==> config.mk <==
export PLATFORM = sky130hd
export DESIGN_NAME = lift_place_stop_guard
export DESIGN_NICKNAME = d
export VERILOG_FILES = /design/src/design/lpsg_pkg.sv /design/src/design/lpsg_step.sv /design/src/design/lift_place_stop_guard.sv
export SDC_FILE = /design/constraint.sdc
export NUM_CORES = 1
export LEC_CHECK = 0
export ABC_CLOCK_PERIOD_IN_PS = 5600
export BUFFER_PORTS_ARGS = -buffer_cell sky130_fd_sc_hd__buf_2
export CORE_ASPECT_RATIO = 2
export CORE_UTILIZATION = 41
export DETAILED_ROUTE_END_ITERATION = 12
export GPL_ROUTABILITY_DRIVEN = 0
export PLACE_DENSITY = 0.64
export SLEW_MARGIN = 20
export SYNTH_ARGS = -nofsm -noshare
export SYNTH_HDL_FRONTEND = slang
export SYNTH_SLANG_ARGS = --single-unit
==> constraint.sdc <==
create_clock -name clk -period 5.6 [get_ports clk]
set_input_delay 0 -clock clk [delete_from_list [all_inputs] [get_ports clk]]
set_output_delay 0 -clock clk [all_outputs]
set_load 0.01 [all_outputs]
==> src/design/lpsg_pkg.sv <==
// lpsg_pkg: types, codes and thresholds shared by the lift/place stop guard
// used by lpsg_step and lift_place_stop_guard; depends on nothing
package lpsg_pkg;

	// configuration register indexes
	localparam logic CFG_UPRIGHT_REF      = 1'b0;
	localparam logic CFG_LIFT_ACCEL_LIMIT = 1'b1;

	localparam logic [14:0] LIFT_ACCEL_RESET = 15'd26000;

	// pick-up detector thresholds
	localparam logic [17:0]        STILL_SUM_LIMIT  = 18'd30;
	localparam logic [3:0]         STILL_TICKS_NEED = 4'd10;
	localparam logic [7:0]         LIFT_TIMEOUT     = 8'd200;
	localparam logic signed [16:0] LIFT_WINDOW      = 17'sd2000;
	localparam logic [6:0]         SPIN_TIMEOUT     = 7'd100;
	localparam logic signed [16:0] SPIN_LIMIT       = 17'sd70;

	// put-down detector thresholds
	localparam logic [5:0]         PLACE_TIMEOUT    = 6'd50;
	localparam logic signed [16:0] PLACE_WINDOW     = 17'sd1000;
	localparam logic signed [15:0] PLACE_TURN_LOW   = 16'sd3;
	localparam logic signed [15:0] PLACE_TURN_HIGH  = 16'sd40;

	// mode dial borders
	localparam logic signed [15:0] DIAL_LEFT_LIMIT  = 16'sd10;
	localparam logic [16:0]        DIAL_NORMAL_LOW  = 17'd6;
	localparam logic [16:0]        DIAL_AVOID_LOW   = 17'd180;
	localparam logic [16:0]        DIAL_FOLLOW_LOW  = 17'd360;
	localparam logic [16:0]        DIAL_WRAP        = 17'd540;

	typedef enum logic [2:0] {
		LIFT_STILL = 3'b001,
		LIFT_RAISE = 3'b010,
		LIFT_SPIN  = 3'b100
	} lift_stage_t;

	typedef enum logic [1:0] {
		PLACE_LEVEL = 2'b01,
		PLACE_TURN  = 2'b10
	} place_stage_t;

	typedef enum logic [1:0] {
		MODE_NORMAL = 2'd0,
		MODE_AVOID  = 2'd1,
		MODE_FOLLOW = 2'd2
	} run_mode_t;

	typedef struct packed {
		logic signed [12:0] upright_ref;
		logic [14:0]        lift_accel_limit;
	} cfg_t;

	typedef struct packed {
		logic signed [15:0] accel_z;
		logic signed [15:0] tilt_angle;
		logic signed [15:0] left_count;
		logic signed [15:0] right_count;
		logic               stop_toggle;
	} item_t;

	typedef struct packed {
		logic      stopped;
		run_mode_t run_mode;
		logic      picked_up;
		logic      put_down;
	} result_t;

	typedef struct packed {
		logic         stop_flag;
		lift_stage_t  lift_stage;
		logic [3:0]   still_ticks;
		logic [7:0]   lift_wait_ticks;
		logic [6:0]   spin_wait_ticks;
		place_stage_t place_stage;
		logic [5:0]   place_wait_ticks;
		logic [9:0]   dial_count;
		run_mode_t    run_mode;
	} guard_state_t;

	localparam guard_state_t STATE_RESET = '{
		stop_flag:        1'b0,
		lift_stage:       LIFT_STILL,
		still_ticks:      4'd0,
		lift_wait_ticks:  8'd0,
		spin_wait_ticks:  7'd0,
		place_stage:      PLACE_LEVEL,
		place_wait_ticks: 6'd0,
		dial_count:       10'd0,
		run_mode:         MODE_NORMAL
	};

endpackage

==> src/design/lpsg_step.sv <==
// lpsg_step: next-state and result logic for one control tick
// depends on lpsg_pkg
module lpsg_step
	import lpsg_pkg::*;
(
	input  cfg_t         cfg,
	input  guard_state_t st,
	input  item_t        item,
	output guard_state_t nxt,
	output result_t      res
);

	function automatic logic [16:0] mag17(input logic signed [15:0] v);
		logic signed [16:0] x;
		x = 17'(v);
		mag17 = x[16] ? 17'(-x) : 17'(x);
	endfunction

	logic [16:0]        abs_l;
	logic [16:0]        abs_r;
	logic [17:0]        still_sum;
	logic signed [16:0] pair_sum;
	logic signed [16:0] mid_x;
	logic signed [16:0] ang_x;
	logic signed [16:0] az_x;
	logic               lift_ok;
	logic               spin_ok;
	logic               level_ok;
	logic               turn_ok;
	logic [16:0]        dial_sum;
	logic               stop;
	logic               picked;
	logic               placed;

	always_comb begin
		abs_l     = mag17(item.left_count);
		abs_r     = mag17(item.right_count);
		still_sum = {1'b0, abs_l} + {1'b0, abs_r};
		pair_sum  = 17'(item.left_count) + 17'(item.right_count);
		mid_x     = 17'(cfg.upright_ref);
		ang_x     = 17'(item.tilt_angle);
		az_x      = 17'(item.accel_z);

		lift_ok  = (az_x > $signed({2'b00, cfg.lift_accel_limit}))
			&& (ang_x > mid_x - LIFT_WINDOW) && (ang_x < mid_x + LIFT_WINDOW);
		spin_ok  = (pair_sum > SPIN_LIMIT) || (pair_sum < -SPIN_LIMIT);
		level_ok = (ang_x > mid_x - PLACE_WINDOW) && (ang_x < mid_x + PLACE_WINDOW)
			&& (item.left_count == 16'sd0) && (item.right_count == 16'sd0);
		turn_ok  = (item.left_count > PLACE_TURN_LOW) && (item.right_count > PLACE_TURN_LOW)
			&& (item.left_count < PLACE_TURN_HIGH) && (item.right_count < PLACE_TURN_HIGH);
		dial_sum = 17'({7'd0, st.dial_count}) + abs_r;

		nxt    = st;
		stop   = st.stop_flag ^ item.stop_toggle;
		picked = 1'b0;
		placed = 1'b0;

		// pick-up detector, stages fall through on the same tick
		if (nxt.lift_stage == LIFT_STILL) begin
			if (still_sum < STILL_SUM_LIMIT) begin
				nxt.still_ticks = st.still_ticks + 4'd1;
			end else begin
				nxt.still_ticks = 4'd0;
			end
			if (nxt.still_ticks > STILL_TICKS_NEED) begin
				nxt.lift_stage  = LIFT_RAISE;
				nxt.still_ticks = 4'd0;
			end
		end
		if (nxt.lift_stage == LIFT_RAISE) begin
			nxt.lift_wait_ticks = st.lift_wait_ticks + 8'd1;
			if (nxt.lift_wait_ticks > LIFT_TIMEOUT) begin
				nxt.lift_wait_ticks = 8'd0;
				nxt.lift_stage      = LIFT_STILL;
			end
			if (lift_ok) begin
				nxt.lift_stage = LIFT_SPIN;
			end
		end
		if (nxt.lift_stage == LIFT_SPIN) begin
			nxt.spin_wait_ticks = st.spin_wait_ticks + 7'd1;
			if (nxt.spin_wait_ticks > SPIN_TIMEOUT) begin
				nxt.spin_wait_ticks = 7'd0;
				nxt.lift_stage      = LIFT_STILL;
			end
			if (spin_ok) begin
				nxt.lift_stage = LIFT_STILL;
				picked         = 1'b1;
			end
		end
		if (picked) begin
			stop = 1'b1;
		end

		// put-down detector, idle while running
		if (stop) begin
			if (nxt.place_stage == PLACE_LEVEL && level_ok) begin
				nxt.place_stage = PLACE_TURN;
			end
			if (nxt.place_stage == PLACE_TURN) begin
				nxt.place_wait_ticks = st.place_wait_ticks + 6'd1;
				if (nxt.place_wait_ticks > PLACE_TIMEOUT) begin
					nxt.place_wait_ticks = 6'd0;
					nxt.place_stage      = PLACE_LEVEL;
				end
				if (turn_ok) begin
					nxt.place_stage = PLACE_LEVEL;
					placed          = 1'b1;
				end
			end
		end
		if (placed) begin
			stop = 1'b0;
		end

		// mode dial
		if (!stop) begin
			nxt.dial_count = 10'd0;
		end
		if (stop && (item.left_count < DIAL_LEFT_LIMIT)) begin
			if (dial_sum > DIAL_NORMAL_LOW && dial_sum < DIAL_AVOID_LOW) begin
				nxt.run_mode = MODE_NORMAL;
			end
			if (dial_sum > DIAL_AVOID_LOW && dial_sum < DIAL_FOLLOW_LOW) begin
				nxt.run_mode = MODE_AVOID;
			end
			if (dial_sum > DIAL_FOLLOW_LOW && dial_sum < DIAL_WRAP) begin
				nxt.run_mode = MODE_FOLLOW;
			end
			if (dial_sum > DIAL_WRAP) begin
				nxt.dial_count = 10'd0;
			end else begin
				nxt.dial_count = dial_sum[9:0];
			end
		end

		nxt.stop_flag = stop;

		res.stopped   = stop;
		res.run_mode  = nxt.run_mode;
		res.picked_up = picked;
		res.put_down  = placed;
	end

endmodule

==> src/design/lift_place_stop_guard.sv <==
// lift_place_stop_guard: top level of the pick-up / put-down stop guard
// depends on lpsg_pkg and lpsg_step
//
// One result per input transaction, one transaction per clock sustained while
// the output is not stalled. A transaction lands in an input register when
// accepted; the guard state and the result register are updated when it
// advances, which waits while the result register holds a stalled result. The
// combinational state update in lpsg_step sets this rate. Configuration takes
// effect on the next tick evaluated.
module lift_place_stop_guard
	import lpsg_pkg::*;
(
	input  logic        clk,
	input  logic        arst_n,
	input  logic        s_tvalid,
	output logic        s_tready,
	// [15:0] accel_z, [31:16] tilt_angle, [47:32] left_count,
	// [63:48] right_count, [64] stop_toggle, [71:65] zero
	input  logic [71:0] s_tdata,
	output logic        m_tvalid,
	input  logic        m_tready,
	// [0] stopped, [2:1] run_mode, [3] picked_up, [4] put_down, [7:5] zero
	output logic [7:0]  m_tdata,
	input  logic        cfg_we,
	input  logic        cfg_index,
	input  logic [14:0] cfg_data
);

	cfg_t         cfg_q;
	guard_state_t state_q;
	guard_state_t state_nxt;
	item_t        item_s1;
	logic         valid_s1;
	result_t      res_nxt;
	result_t      res_q;
	logic         m_valid_q;
	logic         advance;

	assign advance  = valid_s1 && (!m_valid_q || m_tready);
	assign s_tready = !valid_s1 || advance;

	always_ff @(posedge clk or negedge arst_n) begin
		if (!arst_n) begin
			cfg_q.upright_ref      <= '0;
			cfg_q.lift_accel_limit <= LIFT_ACCEL_RESET;
		end else if (cfg_we) begin
			case (cfg_index)
				CFG_UPRIGHT_REF:      cfg_q.upright_ref      <= cfg_data[12:0];
				CFG_LIFT_ACCEL_LIMIT: cfg_q.lift_accel_limit <= cfg_data;
				default: ;
			endcase
		end
	end

	always_ff @(posedge clk or negedge arst_n) begin
		if (!arst_n) begin
			valid_s1 <= 1'b0;
		end else if (s_tready) begin
			valid_s1 <= s_tvalid;
		end
	end

	always_ff @(posedge clk) begin
		if (s_tvalid && s_tready) begin
			item_s1.accel_z     <= s_tdata[15:0];
			item_s1.tilt_angle  <= s_tdata[31:16];
			item_s1.left_count  <= s_tdata[47:32];
			item_s1.right_count <= s_tdata[63:48];
			item_s1.stop_toggle <= s_tdata[64];
		end
	end

	lpsg_step u_step (
		.cfg  (cfg_q),
		.st   (state_q),
		.item (item_s1),
		.nxt  (state_nxt),
		.res  (res_nxt)
	);

	always_ff @(posedge clk or negedge arst_n) begin
		if (!arst_n) begin
			state_q <= STATE_RESET;
		end else if (advance) begin
			state_q <= state_nxt;
		end
	end

	always_ff @(posedge clk or negedge arst_n) begin
		if (!arst_n) begin
			m_valid_q <= 1'b0;
		end else if (advance) begin
			m_valid_q <= 1'b1;
		end else if (m_tready) begin
			m_valid_q <= 1'b0;
		end
	end

	always_ff @(posedge clk) begin
		if (advance) begin
			res_q <= res_nxt;
		end
	end

	assign m_tvalid = m_valid_q;
	assign m_tdata  = {3'b000, res_q.put_down, res_q.picked_up, res_q.run_mode, res_q.stopped};

endmodule

==> Word-level counts from Yosys, hierarchy flattened <==
Cells that the tools add are included.
{ "totals": {"ff_bits": 143, "output_inout_bits": 10, "word_cells": 132} }
{ "op_classes": {"add_sub_neg": 13, "order_cmp": 24, "n_eq_ne": 6, "n_mux": 34, "bitwise_logic": 2, "reduce_logical": 31} }
{ "ops": {"columns": ["operator", "count"], "rows": [
  ["17-bit by 8-bit > comparator with 1-bit output, second input constant", 2],
  ["17-bit by 8-bit less-than comparator with 1-bit output, second input constant", 2],
  ["17-bit 2-to-1 mux", 2],
  ["16-bit negator with 17-bit output", 2],
  ["16-bit by 14-bit > comparator with 1-bit output", 2],
  ["16-bit by 3-bit > comparator with 1-bit output, second input constant", 2],
  ["16-bit zero test", 2],
  ["16-bit by 14-bit less-than comparator with 1-bit output", 2],
  ["16-bit by 7-bit less-than comparator with 1-bit output, second input constant", 2],
  ["8-bit 2-to-1 mux", 3],
  ["7-bit 2-to-1 mux", 3],
  ["10-bit 2-to-1 mux", 2],
  ["17-bit by 17-bit adder with 18-bit output", 1],
  ["18-bit by 5-bit less-than comparator with 1-bit output, second input constant", 1],
  ["3-bit 2-to-1 mux", 6],
  ["10-bit by 17-bit adder with 17-bit output", 1],
  ["16-bit by 16-bit adder with 17-bit output", 1],
  ["17-bit by 10-bit > comparator with 1-bit output, second input constant", 1],
  ["17-bit by 3-bit > comparator with 1-bit output, second input constant", 1],
  ["17-bit by 9-bit > comparator with 1-bit output, second input constant", 1],
  ["17-bit by 10-bit less-than comparator with 1-bit output, second input constant", 1],
  ["17-bit by 9-bit less-than comparator with 1-bit output, second input constant", 1],
  ["16-bit > comparator", 1],
  ["16-bit by 5-bit less-than comparator with 1-bit output, second input constant", 1],
  ["other kinds (30)", 67]
]} }

==> Logic depth before layout (Yosys ltp) <==
{ "logic_depth": {"depth_word": 23, "ltp_mapped": 19} }

==> Hierarchy <==
Synthesis repeated with hierarchy kept, for this count alone.
{ "unflattened": {"cells_unflattened": 1271, "area_unflattened_um2": 12087.8} }
{ "modules_own_cells": {"columns": ["mod", "n_inst", "cells_per_inst", "area_each_um2", "seq_area_each_um2"], "rows": [
  ["lpsg_step", 1, 1038, 7038.0, 0.0],
  ["lift_place_stop_guard", 1, 233, 5049.8, 3938.8]
]} }

==> Worst setup path after synthesis <==
OpenSTA, ideal clock, no wires.
{ "synth_path": {"kind": "register to register", "start": "register item_s1[11] (netlist bit)", "end": "register res_q, in the netlist m_tdata[2] (data pin)", "t_arrival_ns": 4.546, "required_time_ns": 5.346, "setup_slack_ns": 0.799, "path_stages_with_launch": 17, "path_buffers": 1, "period_less_slack_ns": 4.801, "path_cell_list": "edfxtp_1 or4_1 or2_2 o31ai_1 xnor2_1 ha_1 nor3b_1 or4_1 or4_1 nor4_1 o2111ai_1 nor4b_4 nand4b_4 a21oi_4 buf_6 o2111ai_1 a21bo_1"} }
{ "synth_rtl": {"columns": ["item", "line_no", "source"], "rows": [
  ["from (decl)", "lift_place_stop_guard.sv:32", "item_t item_s1;"],
  ["to (signal assigned)", "lift_place_stop_guard.sv:101", "res_q <= res_nxt;"],
  ["to (decl)", "lift_place_stop_guard.sv:35", "result_t res_q;"]
]} }

==> Worst setup path in the final report <==
{ "layout_path": {"start": "register item_s1[4] (netlist bit)", "end": "register state_q[13] (netlist bit)"} }
{ "layout_between": {"elab_chain_cells": 16} }
{ "layout_lines": {"columns": ["item", "line_no", "source"], "rows": [
  ["16-bit negator with 17-bit output", "lpsg_step.sv:16", "mag17 = x[16] ? 17'(-x) : 17'(x);"],
  ["17-bit 2-to-1 mux", "lpsg_step.sv:16", null],
  ["17-bit by 17-bit adder with 18-bit output", "lpsg_step.sv:38", "still_sum = {1'b0, abs_l} + {1'b0, abs_r};"],
  ["18-bit by 5-bit less-than comparator with 1-bit output", "lpsg_step.sv:60", "if (still_sum < STILL_SUM_LIMIT) begin"],
  ["4-bit 2-to-1 mux", "lpsg_step.sv:60", null],
  ["4-bit 2-to-1 mux", "lpsg_step.sv:59", "if (nxt.lift_stage == LIFT_STILL) begin"],
  ["4-bit > comparator", "lpsg_step.sv:65", "if (nxt.still_ticks > STILL_TICKS_NEED) begin"],
  ["7-bit 2-to-1 mux", "lpsg_step.sv:65", null],
  ["7-bit 2-to-1 mux", "lpsg_step.sv:59", null],
  ["3-bit 2-to-1 mux", "lpsg_step.sv:72", "if (nxt.lift_wait_ticks > LIFT_TIMEOUT) begin"],
  ["3-bit 2-to-1 mux", "lpsg_step.sv:76", "if (lift_ok) begin"],
  ["3-bit 2-to-1 mux", "lpsg_step.sv:70", "if (nxt.lift_stage == LIFT_RAISE) begin"],
  ["3-bit == test", "lpsg_step.sv:80", "if (nxt.lift_stage == LIFT_SPIN) begin"],
  ["1-bit 2-to-1 mux", "lpsg_step.sv:80", null],
  ["1-bit 2-to-1 mux", "lpsg_step.sv:91", "if (picked) begin"],
  ["3-bit AND reduction (no source line) *", null, null],
  ["to (signal assigned)", "lift_place_stop_guard.sv:85", "state_q <= state_nxt;"],
  ["to (decl)", "lift_place_stop_guard.sv:30", "guard_state_t state_q;"]
]} }
Every way passes the cells marked *; elsewhere a longest branch is shown, timed or not. The select of a mux whose other input is x is not followed.
A chain may end at the register's enable or synchronous reset.

==> metrics.yaml <==
status: "finished, final reports clean"
max_slew_margin_pct: 41.4
crit_type: "reg2reg"
grt_max_degree: 48
synthArstFlopShare_pct: 51.0
max_clock_freq_mhz: 189
ant_nets: 0
busiest_layer: "met2"
synth-seq-cells: 143
grt_use_total_pct: 22.9
antenna_found_initial: 0
critPathRequiredTime_ns: 5.94
clock_skew_ns: 0.0108
io_buffer_count: 92
reg2reg_from: "item_s1[4]"
crit_path_end: "state_q[13]"
pin_count: 103
r2r_end: "state_q[13]"
leakage_nw: 5.84
die_area_um2: 28500
wl_per_cell_um: 17.8
syn_inst: 1205
drc: 0
clkTransAtPathRegs_ns: 0.06
path_common_cell: "or4_1"
rows: 86
cts_tree: "done"
critical-path-max-stage-delay_ns: 0.51
path_buf_inv: 0
first_global_vias: 10400
viasPerCell: 5.77
ys_types: 89
yosysWarnings: 0
synth_edf_count: 70
grt_pass1_wl_um: 50300
core_area_um2: 27400
synth_area_leader_cell: "edfxtp_1"
clockBufferDepth: 2
cp_cell_sequence: "nor4_4 > nand2_1 > or3_1 > o21ai_0 > xnor2_1 > ha_2 > nor3b_1 > or4_1 > or4_1 > nor4_1 > o2111ai_1 > nor4b_4 > nand4b_4 > a21oi_4 > o21a_2 > mux2_2"
slew_violations: 0
ir_drop_mv: 0.323
finalSetupViolCount: 0
crit_family: "simple AND/OR/NAND/NOR gates"
syn_to_final_growth_pct: 21.2
crit_start: "item_s1[4]"
vias: 10200
power.density_nw_per_um2: 264
root_buffer: "clkbuf_16"
cp.arrival_ns: 5.64
overflow: 0
clk_latency_ns: 0.45
die_w_um: 120
critPathMaxFanout: 8
hold_viol_final: 0
start_util_pct: 41.5
final_nets: 1619
period_minus_slack_ns: 5.30
worst_slew_pin_slew_ns: 0.879
dp_cells: 1642
cts_sinks: 143
grt_use_met3_pct: 3.21
syn-cell-area_um2: 11400
final.period_utilization_pct: 94.7
syn_avg_cell_area_um2: 9.46
ys_seq_area_share_pct: 34.6
crit_path_start_kind: "flop"
crit_slowest_cell: "edfxtp_1"
total_power_mw: 3.65
synth_flop_cell: "edfxtp_1"
final_cells: 1765
dr.pass1.iters: 5
grtUsageMet1_pct: 20.0
routed_wl_um: 31400
synth_top_area_share_pct: 18.4
cap_violations: 0
ys_top_cells_by_area: "edfxtp_1, dfrtp_1, ha_1"
fillers: 2573
dieHeight_um: 238
place_hpwl_um: 24300
cts_inserted_buffers: 17
grt_util_met2_pct: 45.4
worst_setup_path_end_kind: "flop"
hold_class: "in2async"
h-tree-depth: 4
drt_iter0_drc: 415
reg2reg_setup_slack_ns: 0.30
rr_worst_depth: 16
diodes: 0
drive_above_1_share_pct: 14.8
path_depth: 16
==> stage by stage <==
| stage | util, % | TNS [ns] | worst slack (ns) | area (um2) | hold WS (ns) |
|---|---|---|---|---|---|
| 2_1_floorplan | - | 0 | 0.799 | 11400 | -0.296 |
| 3_3_place_gp | 44.9 | 0 | 0.259 | 12300 | -0.0548 |
| 3_5_place_dp | 44.9 | 0 | 0.150 | 12300 | -0.0480 |
| 4_1_cts | 50.1 | 0 | 0.144 | 13700 | 0.00382 |
| 5_1_grt | 50.3 | -0.000108 | -0.000108 | 13800 | 0.0468 |
| 6_report | 50.3 | 0 | 0.295 | 13800 | 0.00869 |
==> power by group <==
part / switching, mW / internal, mW / total [mW]
Sequential: 0.108 / 1.21 / 1.32
Clock: 0.467 / 0.650 / 1.12
Combinational: 0.689 / 0.523 / 1.21
Total: 1.26 / 2.38 / 3.65
==> area by class of cell <==
type                    instances  area [um2]  area share [%]
multi-input cells             970        7110            51.5
flip-flops and latches        143        3940            28.5
repair buffers                201        1490            10.8
clock buffers                  21         472            3.42
well taps                     352         440            3.19
inverters                      67         251            1.82
clock inverters                11         105           0.761
==> worst min path at each step <==
stage                       end  depth (start not counted)  slack (ns)    from
floorplan              cfg_q[0]                          0       -0.30  arst_n
global placement    state_q[13]                          1       -0.05  arst_n
detailed placement  state_q[13]                          1       -0.05  arst_n
CTS                 state_q[13]                          2       0.004  arst_n
global route        state_q[13]                          2        0.05  arst_n
finish              state_q[15]                          2       0.009  arst_n
==> cells by family after synthesis <==
logic type	count (synthesis)	synth area share, %
multiplexers	26	2.55
AO/OA/AOI/OAI	340	21.2
adder cells (fa/ha/maj)	126	14.0
buffers and inverters	97	3.39
AND/OR/NAND/NOR	396	18.3
flip-flops	143	34.6
other	1	0.0329
XOR/XNOR	76	5.84
==> routing by layer <==
layer / vias to the layer above / wire length (um)
met4: 0 / 2380
met3: 119 / 733
met2: 247 / 17800
met1: 4858 / 10500
met5: - / 0
li1: 4959 / -
==> flip-flops by register name, summed over array words and instances, names as in the netlist <==
register / count
m_tvalid: 1
valid_s1: 1
item_s1: 65
state_q: 43
cfg_q: 28
m_tdata: 5
==> cells in the final DEF, fill, tap and decap left out, drive strengths merged, types with 20 or more instances in the layout <==
master	Yosys	final
o31ai	20	20
buf	8	117
xor2	26	26
edfxtp	70	70
ha	123	123
mux2	24	24
inv	67	69
clkbuf	22	21
xnor2	50	50
nand2	97	97
nor2	83	83
o21ai	73	73
dfrtp	65	65
nand3	28	28
a21oi	59	60
dlygate4sd3	0	84
nor3	34	34
a21o	22	22
==> synth_stat cells (9+ instances only) <==
cell type and instances:
a211oi_1 11, a21o_1 22, a21oi_1 58, a31oi_1 10, and2_1 13, and3_1 13, clkbuf_1 22, dfrtp_1 65
edfxtp_1 70, ha_1 123, inv_1 67, mux2_2 24, nand2_1 97, nand2b_1 19, nand3_1 28, nand4_1 14
nor2_1 83, nor2b_1 18, nor3_1 34, nor4_1 12, o2111ai_1 12, o211ai_1 17, o21a_1 14, o21ai_0 72
o2bb2ai_1 14, o31ai_1 20, or4_1 9, xnor2_1 50, xor2_1 26
==> timing repair <==
action	CTS	global route
endpoints found under the setup margin	0	37
hold endpoints to repair	121	0
hold buffers	84	0
gates resized for setup	0	4
setup buffers	0	6
Power figures use the tool's default switching activity.
